`src/design/tgp_pkg.sv`:
```
// Package for the tile grid to pixel position block: widths, register indexes,
// projection codes and the structs passed between its modules. No dependencies.
`default_nettype none

package tgp_pkg;

  localparam int COORD_BITS = 10;
  localparam int SIZE_W     = 10;
  localparam int OUT_W      = 22;
  localparam int OPA_W      = COORD_BITS + 2;
  localparam int OPB_W      = SIZE_W + 1;
  localparam int PROD_W     = OPA_W + OPB_W + 1;
  localparam int SUM_W      = (PROD_W > OUT_W) ? PROD_W + 1 : OUT_W + 1;
  localparam int CFG_IDX_W  = 3;
  localparam int CFG_DATA_W = SIZE_W;

  localparam logic [1:0] MODE_ORTHO = 2'd0;
  localparam logic [1:0] MODE_ISO   = 2'd1;
  localparam logic [1:0] MODE_STAG  = 2'd2;
  localparam logic [1:0] MODE_HEX   = 2'd3;

  localparam logic [CFG_IDX_W-1:0] REG_MODE   = 3'd0;
  localparam logic [CFG_IDX_W-1:0] REG_AXIS   = 3'd1;
  localparam logic [CFG_IDX_W-1:0] REG_PARITY = 3'd2;
  localparam logic [CFG_IDX_W-1:0] REG_WIDTH  = 3'd3;
  localparam logic [CFG_IDX_W-1:0] REG_HEIGHT = 3'd4;
  localparam logic [CFG_IDX_W-1:0] REG_SIDE   = 3'd5;

  typedef struct packed {
    logic [1:0]        mode;
    logic              axis;
    logic              parity;
    logic [SIZE_W-1:0] width;
    logic [SIZE_W-1:0] height;
    logic [SIZE_W-1:0] side;
  } cfg_t;

  // One output coordinate is a * b + c.
  typedef struct packed {
    logic signed [OPA_W-1:0] a;
    logic [OPB_W-1:0]        b;
    logic [SIZE_W-1:0]       c;
  } term_t;

endpackage

`default_nettype wire

```
`src/design/tgp_operand_sel.sv`:
```
// Operand selection: turns a tile coordinate and the configuration into a
// multiply-add term for each axis. Depends on tgp_pkg.
`default_nettype none

module tgp_operand_sel (
  input  tgp_pkg::cfg_t                     cfg,
  input  logic [tgp_pkg::COORD_BITS-1:0]    tx,
  input  logic [tgp_pkg::COORD_BITS-1:0]    ty,
  output tgp_pkg::term_t                    term_x,
  output tgp_pkg::term_t                    term_y
);
  import tgp_pkg::*;

  logic signed [OPA_W-1:0] tx_one;
  logic signed [OPA_W-1:0] ty_one;
  logic signed [OPA_W-1:0] tx_two;
  logic signed [OPA_W-1:0] ty_two;
  logic [OPB_W-1:0]        w_ext;
  logic [OPB_W-1:0]        h_ext;
  logic [OPB_W-1:0]        w_hex;
  logic [OPB_W-1:0]        h_hex;
  logic                    row_shift;
  logic                    col_shift;

  assign tx_one    = $signed({2'b00, tx});
  assign ty_one    = $signed({2'b00, ty});
  assign tx_two    = $signed({1'b0, tx, 1'b0});
  assign ty_two    = $signed({1'b0, ty, 1'b0});
  assign w_ext     = {1'b0, cfg.width};
  assign h_ext     = {1'b0, cfg.height};
  assign w_hex     = w_ext + {1'b0, cfg.side};
  assign h_hex     = h_ext + {1'b0, cfg.side};
  assign row_shift = ty[0] != cfg.parity;
  assign col_shift = tx[0] != cfg.parity;

  always_comb begin
    term_x = '{a: tx_two, b: w_ext, c: '0};
    term_y = '{a: ty_two, b: h_ext, c: '0};
    unique case (cfg.mode) inside
      MODE_ORTHO: begin
      end
      MODE_ISO: begin
        term_x.a = tx_one - ty_one;
        term_y.a = tx_one + ty_one;
      end
      MODE_STAG, MODE_HEX: begin
        if (cfg.axis == 1'b0) begin
          term_x.c = row_shift ? cfg.width : '0;
          term_y.a = ty_one;
          term_y.b = (cfg.mode == MODE_HEX) ? h_hex : h_ext;
        end else begin
          term_y.c = col_shift ? cfg.height : '0;
          term_x.a = tx_one;
          term_x.b = (cfg.mode == MODE_HEX) ? w_hex : w_ext;
        end
      end
      default: begin
      end
    endcase
  end

endmodule

`default_nettype wire

```
`src/design/tgp_mul_add.sv`:
```
// Multiply-add for one output axis: a * b + c, wrapped to the output width.
// Depends on tgp_pkg.
`default_nettype none

module tgp_mul_add (
  input  tgp_pkg::term_t                   term,
  output logic [tgp_pkg::OUT_W-1:0]        result
);
  import tgp_pkg::*;

  logic signed [PROD_W-1:0] prod;
  logic signed [SUM_W-1:0]  sum;

  assign prod   = term.a * $signed({1'b0, term.b});
  assign sum    = SUM_W'(prod) + $signed(SUM_W'({1'b0, term.c}));
  assign result = sum[OUT_W-1:0];

endmodule

`default_nettype wire

```
`src/design/tile_grid_to_pixel_position.sv`:
```
// Top level of the tile grid to pixel position block: configuration registers,
// operand register and result register. Depends on tgp_pkg, tgp_operand_sel
// and tgp_mul_add.
//
//   Port group     Direction  Transfer
//   cfg_*          in         one register write at each edge with cfg_write high
//   start, tile_*  in         one tile at each edge with start high and busy low
//   done, pixel_*  out        one position, held for the single cycle that done is high
//
// A tile may be started in every cycle; busy is always low.
// Start is registered into op_valid and done is registered from op_valid, in step
// with the operand and result registers; the position is taken while done is high.
// The path from start to result is the operand register, then one multiplier
// and adder per axis feeding the result register.
// Reset clears the configuration and the valid flags; nothing stalls the block.
`default_nettype none

module tile_grid_to_pixel_position (
  input  logic                               clk,
  input  logic                               rst,
  input  logic                               cfg_write,
  input  logic [tgp_pkg::CFG_IDX_W-1:0]      cfg_index,
  input  logic [tgp_pkg::CFG_DATA_W-1:0]     cfg_data,
  input  logic                               start,
  output logic                               busy,
  input  logic [tgp_pkg::COORD_BITS-1:0]     tile_x,
  input  logic [tgp_pkg::COORD_BITS-1:0]     tile_y,
  output logic                               done,
  output logic signed [tgp_pkg::OUT_W-1:0]   pixel_x_half,
  output logic signed [tgp_pkg::OUT_W-1:0]   pixel_y_half
);
  import tgp_pkg::*;

  cfg_t             cfg;
  term_t            sel_x;
  term_t            sel_y;
  term_t            op_x;
  term_t            op_y;
  logic             op_valid;
  logic [OUT_W-1:0] res_x;
  logic [OUT_W-1:0] res_y;

  assign busy = 1'b0;

  always_ff @(posedge clk) begin
    if (rst) begin
      cfg <= '0;
    end else if (cfg_write) begin
      unique case (cfg_index)
        REG_MODE:   cfg.mode   <= cfg_data[1:0];
        REG_AXIS:   cfg.axis   <= cfg_data[0];
        REG_PARITY: cfg.parity <= cfg_data[0];
        REG_WIDTH:  cfg.width  <= cfg_data[SIZE_W-1:0];
        REG_HEIGHT: cfg.height <= cfg_data[SIZE_W-1:0];
        REG_SIDE:   cfg.side   <= cfg_data[SIZE_W-1:0];
        default: begin
        end
      endcase
    end
  end

  tgp_operand_sel u_sel (
    .cfg    (cfg),
    .tx     (tile_x),
    .ty     (tile_y),
    .term_x (sel_x),
    .term_y (sel_y)
  );

  always_ff @(posedge clk) begin
    if (rst) begin
      op_valid <= 1'b0;
    end else begin
      op_valid <= start && !busy;
    end
  end

  always_ff @(posedge clk) begin
    op_x <= sel_x;
    op_y <= sel_y;
  end

  tgp_mul_add u_mul_x (
    .term   (op_x),
    .result (res_x)
  );

  tgp_mul_add u_mul_y (
    .term   (op_y),
    .result (res_y)
  );

  always_ff @(posedge clk) begin
    if (rst) begin
      done <= 1'b0;
    end else begin
      done <= op_valid;
    end
  end

  always_ff @(posedge clk) begin
    pixel_x_half <= $signed(res_x);
    pixel_y_half <= $signed(res_y);
  end

endmodule

`default_nettype wire

```
`config.mk`:
```
export PLATFORM = sky130hd
export DESIGN_NAME = tile_grid_to_pixel_position
export DESIGN_NICKNAME = d
export VERILOG_FILES = /design/src/design/tgp_pkg.sv /design/src/design/tgp_operand_sel.sv /design/src/design/tgp_mul_add.sv /design/src/design/tile_grid_to_pixel_position.sv
export SDC_FILE = /design/constraint.sdc
export NUM_CORES = 1
export LEC_CHECK = 0
export BUFFER_PORTS_ARGS = -buffer_cell sky130_fd_sc_hd__buf_2
export CORE_AREA = 2 2 153 215
export CTS_CLUSTER_DIAMETER = 200
export DETAILED_ROUTE_END_ITERATION = 6
export DIE_AREA = 0 0 155 217
export PLACE_DENSITY_LB_ADDON = 0.08
export SLEW_MARGIN = 10
export SYNTH_ARGS = -nofsm -noshare
export SYNTH_HDL_FRONTEND = slang
export SYNTH_SLANG_ARGS = --single-unit
```
`constraint.sdc`:
```
create_clock -name clk -period 7.25 [get_ports clk]
set_input_delay 0 -clock clk [delete_from_list [all_inputs] [get_ports clk]]
set_output_delay 0 -clock clk [all_outputs]
set_load 0.02 [all_outputs]
```
# Word level (Yosys, flattened, before mapping)
# Cells that the tools add are included.
# word_totals
register_bits	146
latchBits	0
ram_bits	0
mem_bits_ro	0
inputBits	37
output_inout_bits	46
word_cells	63
memories	0
# op_classes
add_sub_neg	6
mul	2
div	0
n_lt_le_gt_ge	0
n_eq_ne	10
n_shift	0
mux	12
n_bitwise	3
n_reduce_logical	12
# ops
cell	count
12-bit one-hot mux with 2 select lines	2
22-bit by 11-bit adder with 22-bit output	2
12-bit by 12-bit multiplier with 22-bit output	2
22-bit 2-to-1 mux	2
10-bit 2-to-1 mux	4
20-bit 2-to-1 mux	2
10-bit by 10-bit adder with 11-bit output	3
11-bit 2-to-1 mux	2
2-bit AND reduction	6
10-bit by 10-bit subtractor with 11-bit output	1
3-bit by 2-bit equality test with 1-bit output, second input constant	2
3-bit equality test, second input constant	2
3-bit AND reduction	2
3-bit OR reduction	2
2-bit equality test, second input constant	2
3-bit by 1-bit equality test with 1-bit output, second input constant	1
3-bit logical NOT	1
1-bit inverter	3
2-bit by 1-bit equality test with 1-bit output, second input constant	1
1-bit != test	2
2-bit OR reduction	1

# Longest topological paths before layout
# Gate-level depths: netlist of the first run.
# logic_depth
word_depth	4
mapped_depth	21
ltp_nobuf	20

# Hierarchy
# A second synthesis of the first run with hierarchy kept.
# hier_totals
hier_cells	1862
area_unflattened_um2	16905.0
# by_module_without_submodules
mod	n_inst	cells_per_inst	area_per_inst_um2	seq_area_each_um2
tgp_mul_add (u_mul_y)	1	631	5407.7	0.0
tgp_mul_add (u_mul_x)	1	628	5406.4	0.0
tile_grid_to_pixel_position	1	242	3686.0	2922.8
tgp_operand_sel	1	361	2404.8	0.0

# Worst setup path before layout of the first run
# Ideal clock, no wire load.
# synth_path
kind	register to register
from	reg op_x[32] (netlist bit)
to	reg pixel_x_half[20] (netlist bit)
setup_ns	0.121
arrival_time_ns	4.886
path_slack_ns	2.243
stages_incl_launch_ff	22
synth_period_minus_slack_ns	5.007
path_cell_list	dfxtp_1 -> clkbuf_1 -> and2_1 -> inv_1 -> fa_1 -> inv_1 -> ha_1 -> inv_1 -> fa_1 -> inv_1 -> fa_1 -> inv_1 -> fa_1 -> inv_1 -> ha_1 -> a21o_1 -> a21oi_1 -> o21ai_2 -> o21a_4 -> o311ai_4 -> mux2i_1 -> nand2_1
# synth_between
elab_chain_cells	2
# synth_lines
item	line	text
start, declared	tile_grid_to_pixel_position.sv:37	term_t op_x;
start signal, assigned	tile_grid_to_pixel_position.sv:79	op_x <= sel_x;
12-bit by 12-bit multiplier with 22-bit output	tgp_mul_add.sv:14	assign prod = term.a * $signed({1'b0, term.b});
22-bit by 11-bit adder with 22-bit output	tgp_mul_add.sv:15	assign sum = SUM_W'(prod) + $signed(SUM_W'({1'b0, term.c}));
net res_x[20]	tile_grid_to_pixel_position.sv:40	logic [OUT_W-1:0] res_x;
end signal, assigned	tile_grid_to_pixel_position.sv:102	pixel_x_half <= $signed(res_x);
end, declared	tile_grid_to_pixel_position.sv:29	output logic signed [tgp_pkg::OUT_W-1:0] pixel_x_half,
# The timed path passes the listed nets, and every way through them passes these cells.
# A chain may end at the register's enable or synchronous reset.

# Final worst setup path of the first run
# Ends and elaborated chain as after synthesis.

==> results of run 1 <==
==> metal layers <==
layer	up-vias	track usage (%)	share of wire (%)
li1	5567	-	-
met1	5642	24.1	36
met2	175	47.8	58
met3	75	2.91	2.0
met4	0	9.66	3.4
met5	-	0	0
==> worst paths after layout <==
path,start,endpoint,slack (ns),cells after the start
worst max-delay path,op_x[32],pixel_x_half[20],1.93,20
worst min-delay path,tile_x[8],op_x[29],0.02,3
worst max register to register,op_x[32],pixel_x_half[20],1.93,20
worst min register to register,op_valid,done,0.43,1
==> kinds of logic after synthesis <==
group	synth area share, %
xor+xnor	3.91
buf+inv	10.3
compound gates	9.03
simple gates	15.8
fa+ha+maj	41.6
mux	0.734
other cells	0.0239
flops	18.5
==> cells in the mapped netlist, drive strengths merged, types with 4 or more instances <==
cell type    n
a211oi      10
a21boi       4
a21o        17
a21oi       77
a22oi       13
a31oi        6
and2       161
and3        14
clkbuf      67
dfxtp      145
fa         219
ha         171
inv        361
mux2         4
mux2i        7
nand2      207
nand2b      13
nand3       11
nor2        35
nor2b       12
nor3        18
nor3b        8
o21a        10
o21ai       55
o21bai       8
o31ai        6
xnor2       46
xor2        24
==> final cells by class <==
cell class              count  area [sq um]  area share [%]
multi-input cells        1188         11200            64.7
well taps                 400           500            2.90
diodes                      1          2.50          0.0145
inverters                 361          1360            7.86
clock inverters            15           136           0.791
flip-flops and latches    145          2900            16.8
repair buffers            117           766            4.44
clock buffers              17           425            2.47
==> registers in the layout, summed over array words and instances, names as in the netlist <==
name and count:
pixel_x_half 22, done 1, op_valid 1, cfg 34, pixel_y_half 22, op_y 32, op_x 33
==> power groups by stage <==
stage	clock [mW]	combinational (mW)	sequential, mW
floorplan	0	0.208	0.876
global placement	0	0.290	0.893
detailed placement	0	0.293	0.893
CTS	0.901	0.312	0.875
global route	0.935	0.350	0.880
finish	0.877	0.308	0.875
==> layout by cell type, fill, tap and decap left out, types with 11 or more instances in the layout <==
cell type      instances
o21ai_0               48
nand3_1               11
a21o_1                17
inv_1                361
clkbuf_16             17
nor2_1                35
and3_1                13
dlygate4sd3_1         36
nor3_1                18
a21oi_1               76
dfxtp_1              145
xnor2_1               46
nand2b_1              13
nor2b_1               12
ha_1                 171
and2_1               161
a22oi_1               13
nand2_1              207
xor2_1                24
fa_1                 219
buf_2                 81
==> repair_timing <==
action | in CTS | in global routing
endpoints found under the hold margin | 57 | 0
setup buffers | 0 | 0
hold buffers | 36 | 0
==> worst register-to-register path, stage by stage, from the launching register on <==
cell      delay, ns
dfxtp_1        0.55
and2_1         0.23
inv_1          0.07
fa_1           0.51
inv_1          0.06
ha_1           0.48
inv_1          0.14
fa_1           0.50
inv_1          0.05
fa_1           0.52
inv_1          0.06
fa_1           0.48
inv_1          0.04
ha_1           0.32
a21o_1         0.18
a21oi_1        0.16
o21ai_2        0.10
o21a_4         0.24
o311ai_4       0.24
mux2i_1        0.21
nand2_1        0.06
==> results.py, run 1 <==
metrics = {
    "global_route": {
        "antenna_found_initial": 1,
        "overflow": 0,
        "grt_max_degree": 37,
        "grt_pass1_wl_um": 62400,
        "grt_use_total_pct": 23.7,
        "grt_pass1_vias": 12600,
    },
    "clock_tree": {
        "clk_pin_slew_worst_paths_ns": 0.07,
        "htree_levels": 4,
        "clk_latency_ns": 0.45,
        "cts_resized": 0,
        "cts_made_buffers": 17,
        "cts.path.max_buffers": 2,
        "cts_tree": "yes",
        "clkSinkCount": 145,
        "cts_root_buf": "clkbuf_16",
    },
    "timing": {
        "fin_setup_tns_ns": 0,
        "slew_headroom_pct": 40.5,
        "rsz0062_at_grt": "no",
        "setup_ws_ns": 1.93,
        "period_share_pct": 73.4,
        "worst_pin_slew_ns": 0.892,
        "fin_skew_ns": 0.0100,
        "finalHoldViolCount": 0,
        "fmax_mhz": 188,
        "slew_viol_final": 0,
        "setup_violations": 0,
        "hold_slack_ns": 0.0207,
        "min_period_ns": 5.32,
    },
    "die": {
        "die_w_um": 155,
        "die-area_sq_um": 33600,
        "initial_core_util_pct": 49.1,
        "fp-row-count": 78,
        "core_sq_um": 31900,
        "io_pins": 83,
        "die_h_um": 217,
    },
    "routing": {
        "drtPass1Iterations": 5,
        "drt-total-wl_um": 36900,
        "drt-initial-drc-count": 453,
        "wl_per_cell_um": 16.4,
        "vias": 11500,
        "drc": 0,
        "drt.antenna.violating_nets": 0,
        "vias_per_cell": 5.11,
    },
    "yosys": {
        "ys_seq_elements": 145,
        "synthCells": 1763,
        "synth_ff_type": "dfxtp_1",
        "synth_edf_count": 0,
        "ys.warnings.count": 0,
        "ys_top_cells_by_area": "fa_1, dfxtp_1, ha_1",
        "seq_area_frac_synth_pct": 18.5,
        "yosysTopAreaCell": "fa_1",
        "synth_fp_nets": 2190,
        "syn_area_sq_um": 15700,
        "syn_avg_cell_area_sq_um": 8.89,
        "yosysUniqueCellTypes": 60,
        "synth_top_area_share_pct": 28.0,
        "synthArstFlopShare_pct": 0,
    },
    "final_layout": {
        "area_delta_synth_final_pct": 10.0,
        "stdcell_area_sq_um": 17200,
        "final_nets": 2257,
        "drive_gt1_share_pct": 7.16,
        "fill_cells": 3022,
        "fin_cells": 2244,
        "postLayoutCoreUtil_pct": 54.0,
    },
    "power_and_ir_drop": {
        "power.share.switching_pct": 31.4,
        "power.density_nw_per_um2": 120,
        "p_leak_nw": 8.92,
        "p_clk_share_pct": 42.6,
        "comb_power_share_pct": 15.0,
        "p_int_mw": 1.41,
        "pwr-share-seq_pct": 42.5,
        "p_sw_uw": 647,
        "p_total_mw": 2.06,
        "ir_worst_vdd_mv": 0.136,
    },
    "worst_setup_path": {
        "cp-end-kind": "flip-flop",
        "critPathKind": "flip-flop to flip-flop",
        "crit_fanout": 11,
        "crit_slowest_cell": "dfxtp_1",
        "cp-start-kind": "flip-flop",
        "cpPeakStageDelay_ns": 0.55,
        "cp.arrival_ns": 5.65,
        "path_delay_family": "adder cells",
        "cp_num_buf_inv": 6,
        "crit_top_cell": "inv_1",
        "path_cells": "and2_1, inv_1, fa_1, inv_1, ha_1, inv_1, fa_1, inv_1, fa_1, inv_1, fa_1, inv_1, ha_1, a21o_1, a21oi_1, o21ai_2, o21a_4, o311ai_4, mux2i_1, nand2_1",
        "crit_required_ns": 7.59,
    },
    "placement": {
        "placed_area_sq_um": 16300,
        "place_congestion": 0.880,
        "port_buffers": 81,
        "dp_hpwl_um": 30400,
        "dp_slack_ns": 1.94,
        "place_inst": 2175,
    },
    "job": {
        "maxCapViolCount": 0,
    },
    "run_status": {
        "status": "complete, no violations",
    },
    "worst_hold_path": {
        "min_path_type": "input port to flip-flop",
    },
}
No activity file was read; power rests on OpenSTA's default activity.
==> run 2, diff against run 1 <==
- clock period: 7.25 -> 5.5 ns (I/O delays scaled with it)
==> run 2 against run 1 <==
Compared with the run above:
- die area did not move
- highest routed layer unchanged
- clock skew rose by 0.00094 ns
- sequential share of layout area fell by 0.074 points
- largest cell class unchanged
- power rose by 37%
- fmax rose by 2.2%
- final cell count rose by 0.22%
- critical path type unchanged
- critical path depth fell by 3
- via count rose by 0.30%
- register-to-register slack got worse by 1.6 ns
- routed wire length rose by 2.4%
- combinational power rose by 32%
==> results.py, run 2 (synthesized netlist as in run 1, its figures left out) <==
metrics = {
    "die": {
        "die_w_um": 155,
        "initial_core_util_pct": 49.1,
        "io_pins": 83,
        "core_sq_um": 31900,
        "fp-row-count": 78,
        "die-area_sq_um": 33600,
        "die_h_um": 217,
    },
    "power_and_ir_drop": {
        "p_leak_nw": 8.98,
        "p_total_mw": 2.83,
        "ir_worst_vdd_mv": 0.174,
        "power.density_nw_per_um2": 163,
    },
    "placement": {
        "place_inst": 2182,
        "dp_hpwl_um": 31400,
        "placed_area_sq_um": 16400,
        "dp_slack_ns": 0.232,
        "port_buffers": 81,
        "place_congestion": 0.851,
    },
    "final_layout": {
        "fill_cells": 2992,
        "fin_cells": 2249,
        "largest-register": "cfg",
        "drive_gt1_share_pct": 7.73,
        "final_cell_mix": "inv_1, fa_1, nand2_1",
        "final_common_cell": "inv_1",
        "postLayoutCoreUtil_pct": 54.4,
        "final_nets": 2264,
        "largest_reg_flops": 34,
        "stdcell_area_sq_um": 17400,
        "num_antenna_cells": 0,
        "reg_top3": "cfg: 34 flops, op_x: 33 flops, op_y: 32 flops",
        "area_delta_synth_final_pct": 10.7,
    },
    "clock_tree": {
        "clkSinkCount": 145,
        "cts.path.max_buffers": 2,
        "cts_tree": "yes",
        "cts_root_buf": "clkbuf_16",
        "clk_pin_slew_worst_paths_ns": 0.07,
        "cts_made_buffers": 17,
        "clk_latency_ns": 0.45,
        "htree_levels": 4,
    },
    "worst_setup_path": {
        "cp.arrival_ns": 5.54,
        "critPathKind": "flip-flop to flip-flop",
        "cp-start-kind": "flip-flop",
        "cp-end-kind": "flip-flop",
        "crit_required_ns": 5.84,
        "crit_fanout": 12,
    },
    "run_status": {
        "status": "complete, no violations",
    },
    "routing": {
        "drtPass1Iterations": 6,
        "drc": 0,
        "drt-total-wl_um": 37800,
        "drt-initial-drc-count": 414,
        "drt.antenna.violating_nets": 0,
        "wl_per_cell_um": 16.8,
        "vias_per_cell": 5.11,
        "vias": 11500,
    },
    "timing": {
        "rsz0062_at_grt": "no",
        "fin_setup_tns_ns": 0,
        "setup_ws_ns": 0.295,
        "period_share_pct": 94.6,
        "fin_skew_ns": 0.0110,
        "setup_violations": 0,
        "slew_headroom_pct": 43.2,
        "finalHoldViolCount": 0,
        "min_period_ns": 5.21,
        "worst_pin_slew_ns": 0.850,
        "hold_slack_ns": 0.0536,
        "slew_viol_final": 0,
        "fmax_mhz": 192,
    },
    "worst_hold_path": {
        "min_path_type": "input port to flip-flop",
    },
    "job": {
        "maxCapViolCount": 0,
    },
    "global_route": {
        "overflow": 0,
        "grt_pass1_wl_um": 63400,
        "grt_use_total_pct": 24.3,
        "grt_pass1_vias": 12700,
        "grt_max_degree": 37,
        "antenna_found_initial": 0,
    },
}
[run 2: changes by cell type in the layout (fill, tap and decap cells not counted), moves of 2 or more]
cell | before | now
buf_4 | 0 | 7
dfxtp_1 | 145 | 140
dfxtp_2 | 0 | 5
bufinv_16 | 0 | 3
clkinv_2 | 2 | 0
inv_8 | 6 | 4
[run 2: final timing paths]
check / startpoint / endpoint / slack (ns) / depth (start not counted)
min: tile_x[8] / op_x[30] / 0.05 / 3
max reg2reg: op_x[14] / pixel_x_half[20] / 0.29 / 17
min reg2reg: op_valid / done / 0.44 / 1
max: op_x[14] / pixel_x_half[20] / 0.29 / 17
[run 2: final cells by class]
type / count / area, sq um / share of cell area [%]
multi-input combinational: 1188 / 11200 / 64.3
clock inverter: 14 / 194 / 1.12
timing repair buffer: 124 / 818 / 4.71
tap: 400 / 500 / 2.88
inverter: 361 / 1360 / 7.81
clock buffer: 17 / 425 / 2.45
sequential: 145 / 2910 / 16.8
[run 2: timing repair]
| action | in CTS | in global routing |
|---|---|---|
| hold buffers | 36 | 0 |
| setup endpoints to repair | 0 | 1 |
| buffers inserted | 0 | 0 |
| gates resized for setup | 0 | 5 |
| endpoints found under the hold margin | 56 | 0 |
[run 2: worst max-delay path, stage by stage (launching register included)]
cell and delay (ns):
dfxtp_1 0.63, nand2_1 0.15, fa_1 0.50, fa_1 0.55, inv_1 0.07, fa_1 0.49
fa_1 0.50, inv_1 0.05, fa_1 0.48, inv_1 0.04, ha_1 0.35, a21o_1 0.20
a21oi_1 0.20, o21ai_2 0.12, o21a_4 0.24, o311ai_4 0.24, mux2i_1 0.22, nand2_1 0.06
[run 2: where the power goes]
part | switching [mW] | internal, mW | total [mW]
clock | 0.533 | 0.730 | 1.26
combinational | 0.234 | 0.174 | 0.408
sequential | 0.0626 | 1.09 | 1.15
total | 0.830 | 2.00 | 2.83
[run 2: metal layers]
layer	track usage (%)	share of wire, %	vias to the layer above
met4	8.86	2.7	0
met5	0	0	-
met3	3.31	1.9	54
li1	-	-	5582
met2	50.6	60	151
met1	23.6	35	5706
==> run 3, diff against run 2 <==
- ABC_AREA: unset -> 1
- BUFFER_PORTS_ARGS: -buffer_cell sky130_fd_sc_hd__buf_2 -> -buffer_cell sky130_fd_sc_hd__clkbuf_2
- CORE_AREA: 2 2 153 215 -> 2 2 159 223
- CTS_CLUSTER_SIZE: unset -> 10
- DIE_AREA: 0 0 155 217 -> 0 0 161 225
==> run 3 against run 2 <==
Compared with the run above:
- clock-buffer cell count did not move
- fmax rose by 2.8%
- clock skew rose by 0.0091 ns
- critical path depth did not move
- first-iteration DRC count rose by 40%
- final cell count rose by 26%
- global-route usage rose by 1.4 points
==> results.py, run 3 <==
metrics = {
    "run_status": {
        "status": "complete, no violations",
    },
    "power_and_ir_drop": {
        "power.share.switching_pct": 35.7,
        "p_total_mw": 3.08,
        "p_sw_mw": 1.10,
        "p_clk_share_pct": 39.2,
        "comb_power_share_pct": 21.9,
        "p_leak_nw": 10.9,
        "power.density_nw_per_um2": 165,
        "pwr-share-seq_pct": 38.9,
        "ir_worst_vdd_mv": 0.201,
        "p_int_mw": 1.98,
    },
    "worst_setup_path": {
        "cp-end-kind": "flip-flop",
        "cp.arrival_ns": 5.42,
        "reg2reg_setup_slack_ns": 0.44,
        "crit_required_ns": 5.85,
        "path_delay_family": "adder cells",
        "crit_top_cell": "inv_1",
        "cpPeakStageDelay_ns": 0.60,
        "cp_num_buf_inv": 5,
        "cp-start-kind": "flip-flop",
        "path_cells": "nand2_1, fa_1, inv_1, ha_1, inv_1, fa_1, inv_1, fa_1, inv_1, fa_1, inv_1, ha_1, nand2_1, nor3_1, nand3_1, nand4_1, nand2_1",
        "crit_slowest_cell": "dfxtp_1",
        "crit_fanout": 12,
        "critPathKind": "flip-flop to flip-flop",
    },
    "yosys": {
        "syn_area_sq_um": 16900,
        "synth_ff_type": "dfxtp_1",
        "yosysTopAreaCell": "fa_1",
        "ys_top_cells_by_area": "fa_1, dfxtp_1, inv_1",
        "synth_top_area_share_pct": 25.9,
        "synth_common_cells": "inv_1, nand2_1, fa_1",
        "synthArstFlopShare_pct": 0,
        "seq_area_frac_synth_pct": 17.2,
        "yosysUniqueCellTypes": 42,
        "synth_fp_nets": 2714,
        "synth_edf_count": 0,
        "synthCells": 2287,
        "ys_seq_elements": 145,
        "yosys.cell_count.top_type": "inv_1",
        "syn_avg_cell_area_sq_um": 7.39,
        "ys.warnings.count": 0,
    },
    "timing": {
        "fin_skew_ns": 0.0200,
        "slew_viol_final": 0,
        "rsz0062_at_grt": "no",
        "period_share_pct": 92.1,
        "slew_headroom_pct": 33.4,
        "worst_pin_slew_ns": 0.992,
        "finalHoldViolCount": 0,
        "hold_slack_ns": 0.0293,
        "min_period_ns": 5.06,
        "fin_setup_tns_ns": 0,
        "fmax_mhz": 198,
        "setup_violations": 0,
    },
    "final_layout": {
        "reg_top3": "cfg: 34 flops, op_x: 33 flops, op_y: 32 flops",
        "area_delta_synth_final_pct": 10.4,
        "sequential_cell_area_sq_um": 2900,
        "multi_input_area_sq_um": 11300,
        "drive_gt1_share_pct": 5.59,
        "final_common_cell": "inv_1",
        "largest_reg_flops": 34,
        "final_cell_mix": "inv_1, nand2_1, fa_1",
        "postLayoutCoreUtil_pct": 54.8,
        "fill_cells": 3398,
        "num_antenna_cells": 0,
        "largest-register": "cfg",
        "stdcell_area_sq_um": 18700,
        "final_nets": 2795,
    },
    "routing": {
        "vias_per_cell": 4.97,
        "drt-initial-drc-count": 578,
        "drc": 0,
        "drt.antenna.violating_nets": 0,
        "wl_per_cell_um": 15.9,
        "drt-total-wl_um": 45100,
        "drtPass1Iterations": 7,
        "vias": 14100,
    },
    "placement": {
        "dp_hpwl_um": 38000,
        "placed_area_sq_um": 17600,
        "port_buffers": 81,
        "place_congestion": 0.888,
    },
    "global_route": {
        "overflow": 0,
        "antenna_found_initial": 0,
        "grt_max_degree": 37,
        "grt_pass1_wl_um": 72500,
        "grt_use_total_pct": 25.7,
        "grt_pass1_vias": 14300,
    },
    "clock_tree": {
        "cts_root_buf": "clkbuf_16",
        "clk_latency_ns": 0.46,
        "cts_made_buffers": 17,
        "cts_tree": "yes",
        "clkSinkCount": 145,
        "htree_levels": 4,
        "cts.path.max_buffers": 2,
        "clk_pin_slew_worst_paths_ns": 0.07,
    },
    "die": {
        "initial_core_util_pct": 49.7,
        "die-area_sq_um": 36200,
        "die_w_um": 161,
        "core_sq_um": 34000,
        "die_h_um": 225,
        "fp-row-count": 80,
        "io_pins": 83,
    },
    "worst_hold_path": {
        "min_path_type": "input port to flip-flop",
    },
    "job": {
        "maxCapViolCount": 0,
    },
}
-- run 3: cell types whose count changed after synthesis, sizes merged, moves of 13 or more --
cell,previous run,this run
o22ai,1,14
xnor2,46,9
and3,14,0
a22oi,13,0
and2,161,0
nand2b,13,0
nand4,0,22
nor2,35,133
nand3,11,86
nand2,207,541
inv,361,634
-- run 3: cells by family (layout without fill, tap and decap cells) --
logic type      count (synthesis)  count (layout)  synth area share, %
compound gates                217             217                 7.49
xor+xnor                       35              35                 1.81
fa+ha+maj                     390             390                 38.6
buf+inv                       702             796                 15.8
flops                         145             145                 17.2
other cells                     1               1               0.0222
simple gates                  797             797                 19.1
-- run 3: worst paths after layout --
kind	from	end	cells past startpoint
setup / recovery	op_x[10]	pixel_x_half[20]	17
hold / removal	tile_x[1]	op_x[23]	3
setup reg to reg	op_x[10]	pixel_x_half[20]	17
hold reg to reg	op_valid	done	2
-- run 3: power by group through the flow --
stage	Sequential [mW]	Clock, mW	Combinational (mW)
final	1.20	1.21	0.674
after global routing	1.21	1.27	0.762
after global placement	1.22	0	0.660
after floorplan	1.21	0	0.441
after detailed placement	1.22	0	0.661
after CTS	1.20	1.24	0.687
-- run 3: layout make-up --
class / instances / area share [%]
tap: 451 / 3.02
sequential: 145 / 15.6
clock inverter: 15 / 0.992
clock buffer: 17 / 2.28
inverter: 635 / 12.8
multi-input combinational: 1440 / 60.7
timing repair buffer: 129 / 4.69
-- run 3: through the flow --
step | cells | setup WS [ns]
6_report | 2832 | 0.437
5_1_grt | 2832 | 0.0934
4_1_cts | 2832 | 0.397
3_5_place_dp | 2756 | 0.400
3_3_place_gp | 2756 | 0.443
2_1_floorplan | 2287 | 1.05
-- run 3: timing repair --
| action | CTS | global route |
|---|---|---|
| hold buffers | 44 | 0 |
| endpoints found under the setup margin | 0 | 0 |
| endpoints found under the hold margin | 49 | 0 |
| setup buffers | 0 | 0 |
| gates resized for setup | 0 | 0 |
-- run 3: worst min-delay path: stages --
cell	delay, ns
clkbuf_2	0.15
inv_1	0.10
o221ai_1	0.14
-- run 3: layer usage --
layer,global-route usage [%],up-vias,routed length (um)
met3,2.48,96,1010
li1,-,6964,-
met1,28.1,6775,17200
met4,12.4,0,2030
met2,49.4,253,24900
met5,0,-,0
